[src/design/lkw_pkg.sv]
// Shared types, constants and helper functions of the weighted Lucas-Kanade window block.
package lkw_pkg;

	localparam int PIX_W        = 8;
	localparam int PIX_WEIGHT_W = 16;
	localparam int DIFF_W       = 9;
	localparam int PAIR_W       = 17;
	localparam int SUM_W        = 42;
	localparam int ACC_W        = 86;
	localparam int MAG_W        = 85;
	localparam int MC_W         = 64;
	localparam int ML_W         = 42;
	localparam int PRD_W        = MC_W + ML_W;
	localparam int VEL_W        = 16;
	localparam int STATUS_W     = 2;
	localparam int DET_THR_W    = 40;
	localparam int SPD_THR_W    = 16;
	localparam int APB_ADDR_W   = 4;
	localparam int APB_DATA_W   = 64;

	localparam int WEIGHT_BITS_DEF = 16;

	localparam logic [DET_THR_W-1:0] DET_THR_RST = 40'd1;
	localparam logic [SPD_THR_W-1:0] SPD_THR_RST = 16'd26;

	// Register select taken from address bit 3 (registers at 0 and 8)
	localparam logic REG_DET_THR = 1'b0;
	localparam logic REG_SPD_THR = 1'b1;

	localparam logic [STATUS_W-1:0] ST_MOVING   = 2'd0;
	localparam logic [STATUS_W-1:0] ST_SLOW     = 2'd1;
	localparam logic [STATUS_W-1:0] ST_SINGULAR = 2'd2;

	localparam logic [14:0] UNIT_ONE = 15'd16384;

	typedef struct packed {
		logic [PIX_W-1:0]        pix_right;
		logic [PIX_W-1:0]        pix_left;
		logic [PIX_W-1:0]        pix_down;
		logic [PIX_W-1:0]        pix_up;
		logic [PIX_W-1:0]        pix_now;
		logic [PIX_W-1:0]        pix_before;
		logic [PIX_WEIGHT_W-1:0] weight;
		logic                    last;
	} pix_t;

	typedef struct packed {
		logic signed [VEL_W-1:0] vel_x;
		logic signed [VEL_W-1:0] vel_y;
		logic [STATUS_W-1:0]     status;
	} res_t;

	typedef struct packed {
		logic [DET_THR_W-1:0] det_threshold;
		logic [SPD_THR_W-1:0] speed_threshold;
	} cfg_t;

	typedef struct packed {
		logic signed [SUM_W-1:0] xx;
		logic signed [SUM_W-1:0] yy;
		logic signed [SUM_W-1:0] xy;
		logic signed [SUM_W-1:0] xt;
		logic signed [SUM_W-1:0] yt;
	} sums_t;

	function automatic logic [SUM_W-1:0] mag_sum(input logic signed [SUM_W-1:0] v);
		return v[SUM_W-1] ? SUM_W'(-v) : SUM_W'(v);
	endfunction

	function automatic logic [MAG_W-1:0] mag_acc(input logic signed [ACC_W-1:0] v);
		return v[ACC_W-1] ? MAG_W'(-v) : MAG_W'(v);
	endfunction

endpackage

[src/design/lkw_regs.sv]
// APB configuration registers: determinant and speed thresholds.
module lkw_regs (
	input  logic                             clk,
	input  logic                             arst_n,
	input  logic                             psel,
	input  logic                             penable,
	input  logic                             pwrite,
	input  logic [lkw_pkg::APB_ADDR_W-1:0]   paddr,
	input  logic [lkw_pkg::APB_DATA_W-1:0]   pwdata,
	output logic [lkw_pkg::APB_DATA_W-1:0]   prdata,
	output logic                             pready,
	output lkw_pkg::cfg_t                    cfg
);

	lkw_pkg::cfg_t cfg_q;
	logic          wr_c;
	logic          sel_c;

	assign pready = 1'b1;
	assign wr_c   = psel && penable && pwrite;
	assign sel_c  = paddr[3];

	always_ff @(posedge clk or negedge arst_n) begin
		if (!arst_n) begin
			cfg_q.det_threshold   <= lkw_pkg::DET_THR_RST;
			cfg_q.speed_threshold <= lkw_pkg::SPD_THR_RST;
		end else if (wr_c) begin
			case (sel_c)
				lkw_pkg::REG_DET_THR: cfg_q.det_threshold <=
					pwdata[lkw_pkg::DET_THR_W-1:0];
				lkw_pkg::REG_SPD_THR: cfg_q.speed_threshold <=
					pwdata[lkw_pkg::SPD_THR_W-1:0];
				default: cfg_q <= cfg_q;
			endcase
		end
	end

	always_comb begin
		case (sel_c)
			lkw_pkg::REG_DET_THR: prdata = lkw_pkg::APB_DATA_W'(cfg_q.det_threshold);
			lkw_pkg::REG_SPD_THR: prdata = lkw_pkg::APB_DATA_W'(cfg_q.speed_threshold);
			default:              prdata = '0;
		endcase
	end

	assign cfg = cfg_q;

endmodule

[config.mk]
export PLATFORM = sky130hd
export DESIGN_NAME = lkw_regs
export DESIGN_NICKNAME = d
export VERILOG_FILES = /design/src/design/lkw_pkg.sv /design/src/design/lkw_regs.sv
export SDC_FILE = /design/constraint.sdc
export NUM_CORES = 1
export LEC_CHECK = 0
export BUFFER_PORTS_ARGS = -buffer_cell sky130_fd_sc_hd__buf_4
export CAP_MARGIN = 10
export CELL_PAD_IN_SITES_DETAIL_PLACEMENT = 0
export CELL_PAD_IN_SITES_GLOBAL_PLACEMENT = 1
export CORE_MARGIN = 2
export CORE_UTILIZATION = 30
export CTS_CLUSTER_DIAMETER = 40
export DETAILED_ROUTE_END_ITERATION = 10
export PLACE_DENSITY = 0.82
export SKIP_CTS_REPAIR_TIMING = 1
export SYNTH_ARGS = -nofsm -noshare
export SYNTH_HDL_FRONTEND = slang
export SYNTH_SLANG_ARGS = --single-unit
[constraint.sdc]
create_clock -name clk -period 1.09 [get_ports clk]
set_clock_uncertainty 0.05 [all_clocks]
set_input_delay 0.109 -clock clk [delete_from_list [all_inputs] [get_ports clk]]
set_output_delay 0.109 -clock clk [all_outputs]
set_load 0.02 [all_outputs]
==> key figures <==
Outcome
  – Outcome: finished, violations left
  – Violated checks: negative setup slack

Cells and area
  – Max FFs per register: between 50 and 60
  – Nets@finish: around 470
  – Layout Area Growth over Synthesis: 79.4%
  – Ratio of cells with drive above 1 in the final layout: 65.8%
  – Post-Layout Inst Area: 0.00485 mm^2
  – Final design utilization: a little under three fifths
  – Antenna Cells: 0

Placed design
  – Post-placement worst setup slack: -0.0794 ns
  – Number of buffer cells added on primary ports: ~140
  – Final HPWL DP: 5.06 mm
  – GPL Wtd Cong: 0.752
  – Cell area after placement: between 0.003 and 0.004 mm^2

Timing
  – Final TNS setup: -5.07 ns
  – Highest clock rate: about 770 MHz
  – Total count of hold-check failures in the final report: 0
  – Minimum hold slack: ~0.2 ns
  – Post-route worst setup slack: -0.208 ns
  – Max-slew violation count: 0
  – Min cycle time layout: ~1.3 ns
  – Final number of setup-violating endpoints: ~60
  – Share of the clock period used by the worst path: 119%
  – Unrepaired setup endpoints after global routing: true

Flow run
  – Max-cap viol count: 0

Yosys
  – Distinct cells, synth: 13
  – Part of the Yosys area used for sequential elements: ~52%
  – Total of warnings raised by yosys: 0
  – Fraction of post-synthesis cell area in the top cell type by area: about 48%
  – Netlist Area Pre-Place: ~0.0027 mm^2
  – Average instance area after synthesis: about 14 um^2
  – Flop and latch count out of synthesis: between 50 and 60
  – Dominant cell type by area after synthesis: sky130_fd_sc_hd__dfrtp_1
  – Cell types with the largest area share after synthesis: sky130_fd_sc_hd__dfrtp_1, sky130_fd_sc_hd__mux2_2, sky130_fd_sc_hd__buf_4, sky130_fd_sc_hd__mux2_4, sky130_fd_sc_hd__nor2b_1
  – Synthesized instance count: 190

Routing
  – DR iter-0 viols: 29
  – Router iterations before antenna repair: 4
  – Vias per std cell: 4.33
  – Antenna-violating nets left: 0
  – Routed WL per cell: about 15 um
  – Total Routed Length: between 7 and 8 mm
  – Vias post-DR: roughly 2200
  – DRC violation count after routing: 0

Power
  – Worst-case vdd ir drop: around 0.90 mV
  – Leak Pwr: about 2.4 nW
  – Clock power share: between 10% and 20%
  – Net switching power of the design: 2.82 mW
  – Part of the total power dissipated in combinational logic: 49.8%
  – Cell Int Power: roughly 5.4 mW
  – Net Sw Frac: 34.5%
  – Power per unit of standard cell area: between 1500 and 2000 mW/mm^2
  – Sequential Power Share: about 36%

Die
  – Core area: slightly below 0.009 mm^2
  – Horizontal die dimension: approximately 99 um
  – Number of placement rows: 34
  – Area of the die: a little under 0.01 mm^2
  – I/O Pins: roughly 190
  – Effective utilization at floorplan: 31.0%
  – Overall die height: just under 100 um

Critical path
  – Data arrival, critical path: between 1 and 1.5 ns
  – CP Capture Type: output port
  – Largest fanout on the critical path: 3
  – Data required, critical path: around 0.93 ns
  – Crit Path Category: reg2out
  – Crit path launch type: flip-flop
  – Count of cells along the worst register-to-register path: 2

Clock network
  – Clock Sink Count: 56
  – Post-CTS clock slew at the launch and capture registers of the worst setup and hold paths: roughly 0.090 ns
  – Insertion delay of the later-clocked pin in the worst-skew pair: 0.30 ns
  – Max H-tree Level: 2
  – Total clock buffers created by CTS: 5
  – CTS max path bufs: 2
  – Clock tree root buffer cell: sky130_fd_sc_hd__clkbuf_8
  – Clock tree from TritonCTS: yes

Global routing
  – Via count of the first global-routing pass: ~1800
  – Maximum number of pins on one net before global-route repair: 31
  – Leftover overflow at the end of global routing: 0
  – Overall global routing resource usage: about an eighth
  – Antenna violations before repair: 0
  – Wire length of the first global-routing pass: just under 10 mm

Worst hold path
  – Path type of the worst min-delay path: in2async
[metrics by stage]
step                      power, mW  cells
after global routing           8.57    509
final                          8.17    509
after CTS                      7.36    448
after floorplan                4.71    213
after global placement         6.12    440
after detailed placement       6.18    440
[layer usage]
metal  vias up  global-route usage [%]  routed length (um)
li1       1015                       -                   -
met2       101                    21.0                3920
met4         0                    2.53                  53
met1      1084                    15.1                3010
met5         -                       0                   0
met3         6                    4.18                 550
[Yosys cell counts]
cell type / count
sky130_fd_sc_hd__conb_1: 2
sky130_fd_sc_hd__dfstp_2: 4
sky130_fd_sc_hd__clkbuf_1: 2
sky130_fd_sc_hd__nand4_4: 1
sky130_fd_sc_hd__nor2b_1: 24
sky130_fd_sc_hd__buf_2: 2
sky130_fd_sc_hd__mux2_1: 3
sky130_fd_sc_hd__nand4b_4: 1
sky130_fd_sc_hd__dfrtp_1: 52
sky130_fd_sc_hd__mux2_2: 59
sky130_fd_sc_hd__mux2_4: 10
sky130_fd_sc_hd__buf_6: 1
sky130_fd_sc_hd__buf_4: 29
[critical path: stages (launching register included)]
cell,delay (ns)
sky130_fd_sc_hd__dfrtp_1,0.42
sky130_fd_sc_hd__mux2_4,0.29
sky130_fd_sc_hd__buf_6,0.13
[path summary, 6_finish.rpt]
path / start / endpoint / slack, ns
worst max-delay path: cfg[29] / prdata[13] / -0.21
worst min-delay path: arst_n / cfg[51] / 0.20
worst max register to register: cfg[55] / cfg[55] / 0.11
worst min register to register: cfg[49] / cfg[49] / 0.49
max in group asynchronous: arst_n / cfg[41] / 0.30
min in group clk: paddr[3] / cfg[15] / 0.22
[layout by cell type, fill, tap and decap left out, types with 6 or more instances in the layout]
| cell type | n |
|---|---|
| sky130_fd_sc_hd__mux2_2 | 50 |
| sky130_fd_sc_hd__conb_1 | 25 |
| sky130_fd_sc_hd__dlygate4sd3_1 | 41 |
| sky130_fd_sc_hd__mux2_4 | 19 |
| sky130_fd_sc_hd__clkbuf_8 | 6 |
| sky130_fd_sc_hd__buf_6 | 57 |
| sky130_fd_sc_hd__nor2b_1 | 14 |
| sky130_fd_sc_hd__nor2b_4 | 10 |
| sky130_fd_sc_hd__dfrtp_1 | 52 |
| sky130_fd_sc_hd__buf_4 | 112 |
[power groups by stage]
stage               logic (mW)  registers [mW]  clock network (mW)
detailed placement        3.22            2.96                   0
finish                    4.07            2.94                1.16
floorplan                 1.25            3.45                   0
global route              4.28            3.00                1.29
global placement          3.19            2.93                   0
CTS                       3.23            2.92                1.22
[area by class of cell]
type,count,area [um^2]
fillers,731,3870
repair buffers,214,1970
flip-flops and latches,56,1410
multi-input cells,123,1250
well taps,108,135
clock buffers,8,90.1
[logic make-up (layout without fill, tap and decap cells)]
kind of cell	count (synthesis)	after routing	share of synthesized area, %
flip-flops	56	56	52.0
multiplexers	72	72	31.4
other	2	25	0.278
buffers and inverters	34	222	9.12
AND/OR/NAND/NOR	26	26	7.22
No activity file was read; power rests on OpenSTA's default activity.
