===== src/design/lkw_pkg.sv =====
// Shared types, constants and helper functions of the weighted Lucas-Kanade window block.
package lkw_pkg;

	localparam int PIX_W        = 8;
	localparam int PIX_WEIGHT_W = 16;
	localparam int DIFF_W       = 9;
	localparam int PAIR_W       = 17;
	localparam int SUM_W        = 42;
	localparam int ACC_W        = 86;
	localparam int MAG_W        = 85;
	localparam int MC_W         = 64;
	localparam int ML_W         = 42;
	localparam int PRD_W        = MC_W + ML_W;
	localparam int VEL_W        = 16;
	localparam int STATUS_W     = 2;
	localparam int DET_THR_W    = 40;
	localparam int SPD_THR_W    = 16;
	localparam int APB_ADDR_W   = 4;
	localparam int APB_DATA_W   = 64;

	localparam int WEIGHT_BITS_DEF = 16;

	localparam logic [DET_THR_W-1:0] DET_THR_RST = 40'd1;
	localparam logic [SPD_THR_W-1:0] SPD_THR_RST = 16'd26;

	// Register select taken from address bit 3 (registers at 0 and 8)
	localparam logic REG_DET_THR = 1'b0;
	localparam logic REG_SPD_THR = 1'b1;

	localparam logic [STATUS_W-1:0] ST_MOVING   = 2'd0;
	localparam logic [STATUS_W-1:0] ST_SLOW     = 2'd1;
	localparam logic [STATUS_W-1:0] ST_SINGULAR = 2'd2;

	localparam logic [14:0] UNIT_ONE = 15'd16384;

	typedef struct packed {
		logic [PIX_W-1:0]        pix_right;
		logic [PIX_W-1:0]        pix_left;
		logic [PIX_W-1:0]        pix_down;
		logic [PIX_W-1:0]        pix_up;
		logic [PIX_W-1:0]        pix_now;
		logic [PIX_W-1:0]        pix_before;
		logic [PIX_WEIGHT_W-1:0] weight;
		logic                    last;
	} pix_t;

	typedef struct packed {
		logic signed [VEL_W-1:0] vel_x;
		logic signed [VEL_W-1:0] vel_y;
		logic [STATUS_W-1:0]     status;
	} res_t;

	typedef struct packed {
		logic [DET_THR_W-1:0] det_threshold;
		logic [SPD_THR_W-1:0] speed_threshold;
	} cfg_t;

	typedef struct packed {
		logic signed [SUM_W-1:0] xx;
		logic signed [SUM_W-1:0] yy;
		logic signed [SUM_W-1:0] xy;
		logic signed [SUM_W-1:0] xt;
		logic signed [SUM_W-1:0] yt;
	} sums_t;

	function automatic logic [SUM_W-1:0] mag_sum(input logic signed [SUM_W-1:0] v);
		return v[SUM_W-1] ? SUM_W'(-v) : SUM_W'(v);
	endfunction

	function automatic logic [MAG_W-1:0] mag_acc(input logic signed [ACC_W-1:0] v);
		return v[ACC_W-1] ? MAG_W'(-v) : MAG_W'(v);
	endfunction

endpackage


===== src/design/lkw_mul.sv =====
// Shared shift-add multiplier: one partial product per cycle, fixed step count.
module lkw_mul (
	input  logic                        clk,
	input  logic                        arst_n,
	input  logic                        start,
	input  logic [lkw_pkg::MC_W-1:0]    mcand,
	input  logic [lkw_pkg::ML_W-1:0]    mult,
	output logic                        done,
	output logic [lkw_pkg::PRD_W-1:0]   prod
);

	localparam int CNT_W = $clog2(lkw_pkg::ML_W + 1);

	logic [CNT_W-1:0]           cnt_q;
	logic                       done_q;
	logic [lkw_pkg::MC_W-1:0]   mcand_q;
	logic [lkw_pkg::MC_W-1:0]   hi_q;
	logic [lkw_pkg::ML_W-1:0]   lo_q;
	logic [lkw_pkg::MC_W:0]     sum_c;

	assign sum_c = {1'b0, hi_q} + (lo_q[0] ? {1'b0, mcand_q} : '0);

	always_ff @(posedge clk or negedge arst_n) begin
		if (!arst_n) begin
			cnt_q  <= '0;
			done_q <= 1'b0;
		end else if (start) begin
			cnt_q  <= CNT_W'(lkw_pkg::ML_W);
			done_q <= 1'b0;
		end else if (cnt_q != '0) begin
			cnt_q  <= cnt_q - 1'b1;
			done_q <= (cnt_q == CNT_W'(1));
		end else begin
			done_q <= 1'b0;
		end
	end

	always_ff @(posedge clk) begin
		if (start) begin
			mcand_q <= mcand;
			hi_q    <= '0;
			lo_q    <= mult;
		end else if (cnt_q != '0) begin
			hi_q <= sum_c[lkw_pkg::MC_W:1];
			lo_q <= {sum_c[0], lo_q[lkw_pkg::ML_W-1:1]};
		end
	end

	assign done = done_q;
	assign prod = {hi_q, lo_q};

endmodule


===== src/design/lkw_solve.sv =====
// Window solver: Cramer's rule, threshold tests, square root and unit direction.
module lkw_solve (
	input  logic             clk,
	input  logic             arst_n,
	input  logic             start,
	input  lkw_pkg::sums_t   sums,
	input  lkw_pkg::cfg_t    cfg,
	output logic             idle,
	output logic             res_valid,
	input  logic             res_ready,
	output lkw_pkg::res_t    res
);

	localparam int SQ_W     = 64;
	localparam int NUM_W    = 45;
	localparam int ROOT_W   = 31;
	localparam int REM_W    = ROOT_W + 1;
	localparam int DCNT_W   = $clog2(NUM_W + 1);
	localparam int PA_W     = 63;
	localparam int PD_W     = 62;
	localparam int ST2_W    = 32;
	localparam int RHS_W    = 94;
	localparam logic [SQ_W-1:0] ROOT_BIT0 = 64'h4000_0000_0000_0000;

	localparam logic [3:0] S_IDLE = 4'd0;
	localparam logic [3:0] S_MUL  = 4'd1;
	localparam logic [3:0] S_MWT  = 4'd2;
	localparam logic [3:0] S_THR  = 4'd3;
	localparam logic [3:0] S_SHA  = 4'd4;
	localparam logic [3:0] S_CMP  = 4'd5;
	localparam logic [3:0] S_SHB  = 4'd6;
	localparam logic [3:0] S_ROOT = 4'd7;
	localparam logic [3:0] S_DIV  = 4'd8;
	localparam logic [3:0] S_DONE = 4'd9;

	localparam logic [3:0] OP_YYXX = 4'd0;
	localparam logic [3:0] OP_XYXY = 4'd1;
	localparam logic [3:0] OP_YTXX = 4'd2;
	localparam logic [3:0] OP_XYXT = 4'd3;
	localparam logic [3:0] OP_YYXT = 4'd4;
	localparam logic [3:0] OP_XYYT = 4'd5;
	localparam logic [3:0] OP_A0SQ = 4'd6;
	localparam logic [3:0] OP_A1SQ = 4'd7;
	localparam logic [3:0] OP_STSQ = 4'd8;
	localparam logic [3:0] OP_A2SQ = 4'd9;
	localparam logic [3:0] OP_RHS  = 4'd10;
	localparam logic [3:0] OP_B0SQ = 4'd11;
	localparam logic [3:0] OP_B1SQ = 4'd12;

	logic [3:0] state_q;
	logic [3:0] op_q;

	lkw_pkg::sums_t sums_q;
	logic signed [lkw_pkg::ACC_W-1:0] acc_q, det_q, nv_q, nh_q;
	logic [lkw_pkg::MAG_W-1:0] sv_q, sh_q, sd_q;
	logic [PA_W-1:0]   pa_q;
	logic [PD_W-1:0]   pd_q;
	logic [ST2_W-1:0]  st2_q;
	logic [RHS_W-1:0]  rhs_q;
	logic [SQ_W-1:0]   sqv_q, sqr_q, sqb_q;
	logic [ROOT_W-1:0] m_q;
	logic [NUM_W-1:0]  num_q;
	logic [REM_W-1:0]  rem_q;
	logic [DCNT_W-1:0] dcnt_q;
	logic              dsel_q;
	lkw_pkg::res_t     res_q;

	// shared multiplier hookup
	logic                          mul_start;
	logic [lkw_pkg::MC_W-1:0]      mul_a;
	logic [lkw_pkg::ML_W-1:0]      mul_b;
	logic                          mul_sg;
	logic                          mul_done;
	logic [lkw_pkg::PRD_W-1:0]     mul_p;
	logic signed [lkw_pkg::ACC_W-1:0] pv_c, sp_c;

	logic [lkw_pkg::MAG_W-1:0] ad_c;
	logic [SQ_W-1:0]   root_t_c;
	logic [REM_W-1:0]  rsh_c;
	logic              qbit_c;
	logic [14:0]       mag_c;
	logic              neg_c;
	logic signed [lkw_pkg::VEL_W-1:0] vel_c;
	logic [PD_W-1:0]   sq_c;

	lkw_mul u_mul (
		.clk    (clk),
		.arst_n (arst_n),
		.start  (mul_start),
		.mcand  (mul_a),
		.mult   (mul_b),
		.done   (mul_done),
		.prod   (mul_p)
	);

	assign mul_start = (state_q == S_MUL);

	always_comb begin
		mul_a  = '0;
		mul_b  = '0;
		mul_sg = 1'b0;
		case (op_q)
			OP_YYXX: begin
				mul_a  = lkw_pkg::MC_W'(lkw_pkg::mag_sum(sums_q.yy));
				mul_b  = lkw_pkg::mag_sum(sums_q.xx);
				mul_sg = sums_q.yy[lkw_pkg::SUM_W-1] ^ sums_q.xx[lkw_pkg::SUM_W-1];
			end
			OP_XYXY: begin
				mul_a  = lkw_pkg::MC_W'(lkw_pkg::mag_sum(sums_q.xy));
				mul_b  = lkw_pkg::mag_sum(sums_q.xy);
			end
			OP_YTXX: begin
				mul_a  = lkw_pkg::MC_W'(lkw_pkg::mag_sum(sums_q.yt));
				mul_b  = lkw_pkg::mag_sum(sums_q.xx);
				mul_sg = sums_q.yt[lkw_pkg::SUM_W-1] ^ sums_q.xx[lkw_pkg::SUM_W-1];
			end
			OP_XYXT: begin
				mul_a  = lkw_pkg::MC_W'(lkw_pkg::mag_sum(sums_q.xy));
				mul_b  = lkw_pkg::mag_sum(sums_q.xt);
				mul_sg = sums_q.xy[lkw_pkg::SUM_W-1] ^ sums_q.xt[lkw_pkg::SUM_W-1];
			end
			OP_YYXT: begin
				mul_a  = lkw_pkg::MC_W'(lkw_pkg::mag_sum(sums_q.yy));
				mul_b  = lkw_pkg::mag_sum(sums_q.xt);
				mul_sg = sums_q.yy[lkw_pkg::SUM_W-1] ^ sums_q.xt[lkw_pkg::SUM_W-1];
			end
			OP_XYYT: begin
				mul_a  = lkw_pkg::MC_W'(lkw_pkg::mag_sum(sums_q.xy));
				mul_b  = lkw_pkg::mag_sum(sums_q.yt);
				mul_sg = sums_q.xy[lkw_pkg::SUM_W-1] ^ sums_q.yt[lkw_pkg::SUM_W-1];
			end
			OP_A0SQ: begin
				mul_a = lkw_pkg::MC_W'(sv_q[ROOT_W-1:0]);
				mul_b = lkw_pkg::ML_W'(sv_q[ROOT_W-1:0]);
			end
			OP_A1SQ: begin
				mul_a = lkw_pkg::MC_W'(sh_q[ROOT_W-1:0]);
				mul_b = lkw_pkg::ML_W'(sh_q[ROOT_W-1:0]);
			end
			OP_STSQ: begin
				mul_a = lkw_pkg::MC_W'(cfg.speed_threshold);
				mul_b = lkw_pkg::ML_W'(cfg.speed_threshold);
			end
			OP_A2SQ: begin
				mul_a = lkw_pkg::MC_W'(sd_q[ROOT_W-1:0]);
				mul_b = lkw_pkg::ML_W'(sd_q[ROOT_W-1:0]);
			end
			OP_RHS: begin
				mul_a = lkw_pkg::MC_W'(pd_q);
				mul_b = lkw_pkg::ML_W'(st2_q);
			end
			OP_B0SQ: begin
				mul_a = lkw_pkg::MC_W'(sv_q[ROOT_W-2:0]);
				mul_b = lkw_pkg::ML_W'(sv_q[ROOT_W-2:0]);
			end
			OP_B1SQ: begin
				mul_a = lkw_pkg::MC_W'(sh_q[ROOT_W-2:0]);
				mul_b = lkw_pkg::ML_W'(sh_q[ROOT_W-2:0]);
			end
			default: begin
				mul_a = '0;
			end
		endcase
	end

	assign pv_c = $signed(lkw_pkg::ACC_W'(mul_p[2*lkw_pkg::SUM_W-1:0]));
	assign sp_c = mul_sg ? -pv_c : pv_c;
	assign sq_c = mul_p[PD_W-1:0];
	assign ad_c = lkw_pkg::mag_acc(det_q);

	assign root_t_c = sqr_q + sqb_q;
	assign rsh_c    = {rem_q[REM_W-2:0], num_q[NUM_W-1]};
	assign qbit_c   = (rsh_c >= {1'b0, m_q});

	// clamp the quotient and apply the direction of -flow
	always_comb begin
		mag_c = (num_q > NUM_W'(lkw_pkg::UNIT_ONE)) ? lkw_pkg::UNIT_ONE : num_q[14:0];
		if (!dsel_q) begin
			neg_c = (nh_q[lkw_pkg::ACC_W-1] == det_q[lkw_pkg::ACC_W-1]);
		end else begin
			neg_c = (nv_q[lkw_pkg::ACC_W-1] == det_q[lkw_pkg::ACC_W-1]);
		end
		vel_c = neg_c ? -$signed({1'b0, mag_c}) : $signed({1'b0, mag_c});
	end

	always_ff @(posedge clk or negedge arst_n) begin
		if (!arst_n) begin
			state_q <= S_IDLE;
			op_q    <= OP_YYXX;
		end else begin
			case (state_q)
				S_IDLE: begin
					if (start) begin
						op_q    <= OP_YYXX;
						state_q <= S_MUL;
					end
				end
				S_MUL: begin
					state_q <= S_MWT;
				end
				S_MWT: begin
					if (mul_done) begin
						case (op_q)
							OP_XYYT: state_q <= S_THR;
							OP_RHS:  state_q <= S_CMP;
							OP_B1SQ: state_q <= S_ROOT;
							default: begin
								op_q    <= op_q + 1'b1;
								state_q <= S_MUL;
							end
						endcase
					end
				end
				S_THR: begin
					state_q <= (ad_c > lkw_pkg::MAG_W'(cfg.det_threshold)) ? S_SHA : S_DONE;
				end
				S_SHA: begin
					if (((sv_q | sh_q | sd_q) >> ROOT_W) == '0) begin
						op_q    <= OP_A0SQ;
						state_q <= S_MUL;
					end
				end
				S_CMP: begin
					if (pa_q != '0 && RHS_W'({pa_q, 16'd0}) > rhs_q) begin
						state_q <= S_SHB;
					end else begin
						state_q <= S_DONE;
					end
				end
				S_SHB: begin
					if (((sv_q | sh_q) >> (ROOT_W - 1)) == '0) begin
						op_q    <= OP_B0SQ;
						state_q <= S_MUL;
					end
				end
				S_ROOT: begin
					if (sqb_q == '0) begin
						state_q <= (sqr_q == '0) ? S_DONE : S_DIV;
					end
				end
				S_DIV: begin
					if (dcnt_q == '0 && dsel_q) begin
						state_q <= S_DONE;
					end
				end
				S_DONE: begin
					if (res_ready) begin
						state_q <= S_IDLE;
					end
				end
				default: begin
					state_q <= S_IDLE;
				end
			endcase
		end
	end

	always_ff @(posedge clk) begin
		case (state_q)
			S_IDLE: begin
				sums_q <= sums;
			end
			S_MWT: begin
				if (mul_done) begin
					case (op_q)
						OP_YYXX, OP_YTXX, OP_YYXT: acc_q <= sp_c;
						OP_XYXY: det_q <= acc_q - sp_c;
						OP_XYXT: nv_q  <= acc_q - sp_c;
						OP_XYYT: nh_q  <= acc_q - sp_c;
						OP_A0SQ, OP_B0SQ: pa_q <= PA_W'(sq_c);
						OP_A1SQ: pa_q  <= pa_q + PA_W'(sq_c);
						OP_STSQ: st2_q <= mul_p[ST2_W-1:0];
						OP_A2SQ: pd_q  <= sq_c;
						OP_RHS:  rhs_q <= mul_p[RHS_W-1:0];
						OP_B1SQ: begin
							sqv_q <= SQ_W'(pa_q) + SQ_W'(sq_c);
							sqr_q <= '0;
							sqb_q <= ROOT_BIT0;
						end
						default: begin
							acc_q <= acc_q;
						end
					endcase
				end
			end
			S_THR: begin
				sv_q  <= lkw_pkg::mag_acc(nv_q);
				sh_q  <= lkw_pkg::mag_acc(nh_q);
				sd_q  <= ad_c;
				res_q <= '{vel_x: '0, vel_y: '0, status: lkw_pkg::ST_SINGULAR};
			end
			S_SHA: begin
				if (((sv_q | sh_q | sd_q) >> ROOT_W) != '0) begin
					sv_q <= sv_q >> 1;
					sh_q <= sh_q >> 1;
					sd_q <= sd_q >> 1;
				end
			end
			S_CMP: begin
				sv_q  <= lkw_pkg::mag_acc(nv_q);
				sh_q  <= lkw_pkg::mag_acc(nh_q);
				res_q <= '{vel_x: '0, vel_y: '0, status: lkw_pkg::ST_SLOW};
			end
			S_SHB: begin
				if (((sv_q | sh_q) >> (ROOT_W - 1)) != '0) begin
					sv_q <= sv_q >> 1;
					sh_q <= sh_q >> 1;
				end
			end
			S_ROOT: begin
				if (sqb_q != '0) begin
					if (sqv_q >= root_t_c) begin
						sqv_q <= sqv_q - root_t_c;
						sqr_q <= (sqr_q >> 1) + sqb_q;
					end else begin
						sqr_q <= sqr_q >> 1;
					end
					sqb_q <= sqb_q >> 2;
				end else begin
					// horizontal part first
					m_q    <= sqr_q[ROOT_W-1:0];
					num_q  <= NUM_W'({sh_q[ROOT_W-2:0], 14'd0}) + NUM_W'(sqr_q[ROOT_W-1:1]);
					rem_q  <= '0;
					dcnt_q <= DCNT_W'(NUM_W);
					dsel_q <= 1'b0;
				end
			end
			S_DIV: begin
				if (dcnt_q != '0) begin
					rem_q  <= qbit_c ? (rsh_c - {1'b0, m_q}) : rsh_c;
					num_q  <= {num_q[NUM_W-2:0], qbit_c};
					dcnt_q <= dcnt_q - 1'b1;
				end else if (!dsel_q) begin
					res_q.vel_x <= vel_c;
					num_q  <= NUM_W'({sv_q[ROOT_W-2:0], 14'd0}) + NUM_W'(m_q[ROOT_W-1:1]);
					rem_q  <= '0;
					dcnt_q <= DCNT_W'(NUM_W);
					dsel_q <= 1'b1;
				end else begin
					res_q.vel_y  <= vel_c;
					res_q.status <= lkw_pkg::ST_MOVING;
				end
			end
			default: begin
				res_q <= res_q;
			end
		endcase
	end

	assign idle      = (state_q == S_IDLE);
	assign res_valid = (state_q == S_DONE);
	assign res       = res_q;

endmodule


===== config.mk =====
export PLATFORM = sky130hd
export DESIGN_NAME = lkw_solve
export DESIGN_NICKNAME = d
export VERILOG_FILES = /design/src/design/lkw_pkg.sv /design/src/design/lkw_mul.sv /design/src/design/lkw_solve.sv
export SDC_FILE = /design/constraint.sdc
export NUM_CORES = 2
export LEC_CHECK = 0
export BUFFER_PORTS_ARGS = -buffer_cell sky130_fd_sc_hd__buf_2
export CAP_MARGIN = 20
export CORE_AREA = 2 2 466 468
export CTS_CLUSTER_DIAMETER = 200
export DETAILED_ROUTE_END_ITERATION = 16
export DIE_AREA = 0 0 468 470
export GPL_TIMING_DRIVEN = 1
export SKIP_LAST_GASP = 1
export SLEW_MARGIN = 40
export SYNTH_ARGS = -nofsm -noshare
export SYNTH_HDL_FRONTEND = slang
export SYNTH_SLANG_ARGS = --single-unit

===== constraint.sdc =====
create_clock -name clk -period 35.4 [get_ports clk]
set_clock_uncertainty 0.05 [all_clocks]
set_input_delay 7.08 -clock clk [delete_from_list [all_inputs] [get_ports clk]]
set_output_delay 7.08 -clock clk [all_outputs]
set_load 0.005 [all_outputs]

==> results.sh <==
export IMPL_grt_overflow=0
export IMPL_synth_edf_count=1472
export IMPL_numPortBuffers=305
export IMPL_critPathMostFrequentCell="and3_1"
export IMPL_dp_slack_ns=24.71
export IMPL_dr_pass1_iters=8
export IMPL_setup_ws_ns=25.59
export IMPL_avgSynthCellArea_sq_um=10.12
export IMPL_yosysSeqAreaShare=0.4774
export IMPL_synthTopCellsByArea="edfxtp_1 (46%), ha_1 (6.8%), xor2_1 (5.4%)"
export IMPL_design_area_sq_um=107000
export IMPL_vias_per_cell=6.122
export IMPL_report_final_slew_viol_count=0
export IMPL_synth_cells=9492
export IMPL_route_vias_total=77907
export IMPL_grtUsageTotal=0.2984
export IMPL_grt_pass1_wl_um=487700
export IMPL_drt_iter0_drc=8978
export IMPL_hold_path_class="flip-flop to flip-flop"
export IMPL_maxCapViolCount=0
export IMPL_synthDominantCellAreaShare=0.4601
export IMPL_final_common_cell="edfxtp_1"
export IMPL_antenna_found_initial=20
export IMPL_crit_required_ns=36.10
export IMPL_gp_congestion=1.026
export IMPL_use_met3=0.04620
export IMPL_ys_warn_count=0
export IMPL_busiest_layer="met2"
export IMPL_drive_above_1_share=0.09645
export IMPL_io_pins=306
export IMPL_cts_tree="yes"
export IMPL_cts_buffer_depth=3
export IMPL_cts_buffers=177
export IMPL_finalCritPeriodShare=0.2771
export IMPL_finalNetCount=10517
export IMPL_post_cts_resized=0
export IMPL_cts_num_sinks=1551
export IMPL_ys_types=99
export IMPL_cp_cell_sequence="buf_2, inv_1, ha_1, and3_1, and3_1, nand2_1, nor4_1, nand3_1, nand4b_1, nand4_1, or4_1, nor4_2, a21oi_1, a211oi_1"
export IMPL_nFillCells=19744
export IMPL_slew_headroom=0.3267
export IMPL_synth_main_ff_cell="edfxtp_1"
export IMPL_num_rows=171
export IMPL_wl_per_cell_um=26.59
export IMPL_min_period_ns=9.810
export IMPL_fp_dieArea_sq_um=220000
export IMPL_ir_drop_mv=0.07629
export IMPL_leakagePower_nw=40.16
export IMPL_crit_family="simple AND/OR/NAND/NOR gates"
export IMPL_cts_htree_levels=4
export IMPL_grt_use_met2=0.4354
export IMPL_synthesis_nets=10292
export IMPL_syn_area_sq_um=96060
export IMPL_wl_um=338300
export IMPL_cp_data_arrival_time_ns=10.51
export IMPL_final_cells=12726
export IMPL_die_x_um=468
export IMPL_layout_common_cells="edfxtp_1 (1472), nand2_1 (867), a21oi_1 (753), nor2_1 (734), o21ai_0 (618)"
export IMPL_tightest_slew_ns=1.010
export IMPL_cp_max_fo=2
export IMPL_met1_usage=0.4191
export IMPL_crit_slowest_cell="nor4_2"
export IMPL_initial_core_util=0.4454
export IMPL_hold_viol=0
export IMPL_cts_setup_buffers=0
export IMPL_cpPeakStageDelay_ns=0.56
export IMPL_setup_viol=0
export IMPL_async_flop_share=0.009671
export IMPL_pwr_density_cell_nw_per_um2=103.3
export IMPL_ant_nets=0
export IMPL_status="completed"
export IMPL_tns_ns=0
export IMPL_cp_end_kind="flip-flop"
export IMPL_cts_root_buf="clkbuf_16"
export IMPL_placedCellCount=12389
export IMPL_ys_ff_latch=1551
export IMPL_syn_to_final_growth_pct=11.40
export IMPL_clk_latency_ns=0.87
export IMPL_p_total_mw=11.06
export IMPL_crit_buf_inv=2
export IMPL_place_area_sq_um=101100
export IMPL_route_detailed_drc=0
export IMPL_startpoint_type="input pin"
export IMPL_core_sq_um=215700
export IMPL_hold_buffers=0
export IMPL_clk_pin_slew_ns=0.06
export IMPL_grt_pass1_vias=71987
export IMPL_path_class="input pin to flip-flop"
export IMPL_post_synth_top_area_cell="edfxtp_1"
export IMPL_grt_max_degree=104
export IMPL_dieHeight_um=470
export IMPL_rsz0062_at_grt="no"
export IMPL_post_dp_hpwl_um=262300
export IMPL_fmax_mhz=101.9
-- cell families (layout without fill, tap and decap cells) --
logic type               Yosys count  count (layout)  share of synthesized area
adder cells (fa/ha/maj)          530             530                    0.06958
AND/OR/NAND/NOR                 2896            2896                     0.1463
other                              0              12                          0
flip-flops                      1551            1551                     0.4774
buffers and inverters            803            1171                    0.03151
multiplexers                     100             100                    0.01134
XOR/XNOR                         977             977                    0.08908
AO/OA/AOI/OAI                   2635            2635                     0.1748
-- stage by stage --
stage | utilization | hold WS [ns]
global route | 0.4961 | 0.4307
detailed placement | 0.4689 | 0.4001
finish | 0.4962 | 0.4074
global placement | 0.4678 | 0.3960
CTS | 0.4955 | 0.4129
floorplan | - | 0.3815
-- sequential cells by signal, summed over array words and instances, names as in the netlist, 45 cells and up --
| signal | flops |
|---|---|
| sd_q | 85 |
| u_mul.mcand_q | 62 |
| pa_q | 63 |
| sums_q | 210 |
| rhs_q | 94 |
| acc_q | 86 |
| sh_q | 85 |
| sqr_q | 64 |
| sv_q | 85 |
| nv_q | 86 |
| sqv_q | 64 |
| u_mul.hi_q | 64 |
| nh_q | 86 |
| num_q | 45 |
| det_q | 86 |
| pd_q | 62 |
-- path summary, 6_finish.rpt --
check                          startpoint             end  slack (ns)  cells past startpoint
max in group asynchronous          arst_n      state_q[3]       28.88                      1
min                        u_mul.hi_q[63]  u_mul.hi_q[63]        0.41                      1
max                               cfg[19]      state_q[0]       25.59                     14
min in group asynchronous          arst_n      state_q[2]        6.10                      1
max reg2reg                u_mul.lo_q[11]        nv_q[83]       27.16                     24
min reg2reg                u_mul.hi_q[63]  u_mul.hi_q[63]        0.41                      1
-- cells in the mapped netlist, drive strengths merged, types with 68 or more instances --
library cell,count
o31ai,159
a21o,236
xor2,589
or4,80
inv,393
nand2,874
nor3,164
and3,78
and2,133
or3,112
edfxtp,1472
nand3,130
o21ai,628
nand4,128
nor4,154
nand2b,100
a31oi,107
a211oi,90
xnor2,388
clkbuf,378
nor2b,86
mux2,71
a21oi,755
o21bai,68
o41ai,85
nor2,740
ha,523
-- per-layer routing --
metal,vias up,share of wire
met4,6,0.068
li1,35916,-
met5,-,0.00014
met2,3537,0.42
met1,37779,0.43
met3,669,0.076
-- final cells by class --
class | count | area [sq um] | area share
clock inverter | 113 | 1106 | 0.01034
inverter | 396 | 1491 | 0.01394
timing repair buffer | 453 | 2760 | 0.02579
tap | 2854 | 3571 | 0.03337
sequential | 1551 | 45860 | 0.4285
antenna | 12 | 30.03 | 0.0002806
clock buffer | 209 | 4623 | 0.04320
multi-input combinational | 7138 | 47580 | 0.4446
-- where the power goes --
part | total, mW | switching [mW] | internal (mW)
clock network | 1.85 | 0.797 | 1.05
logic | 5.78 | 3.93 | 1.85
registers | 3.43 | 0.409 | 3.02
Power figures use the tool's default switching activity.
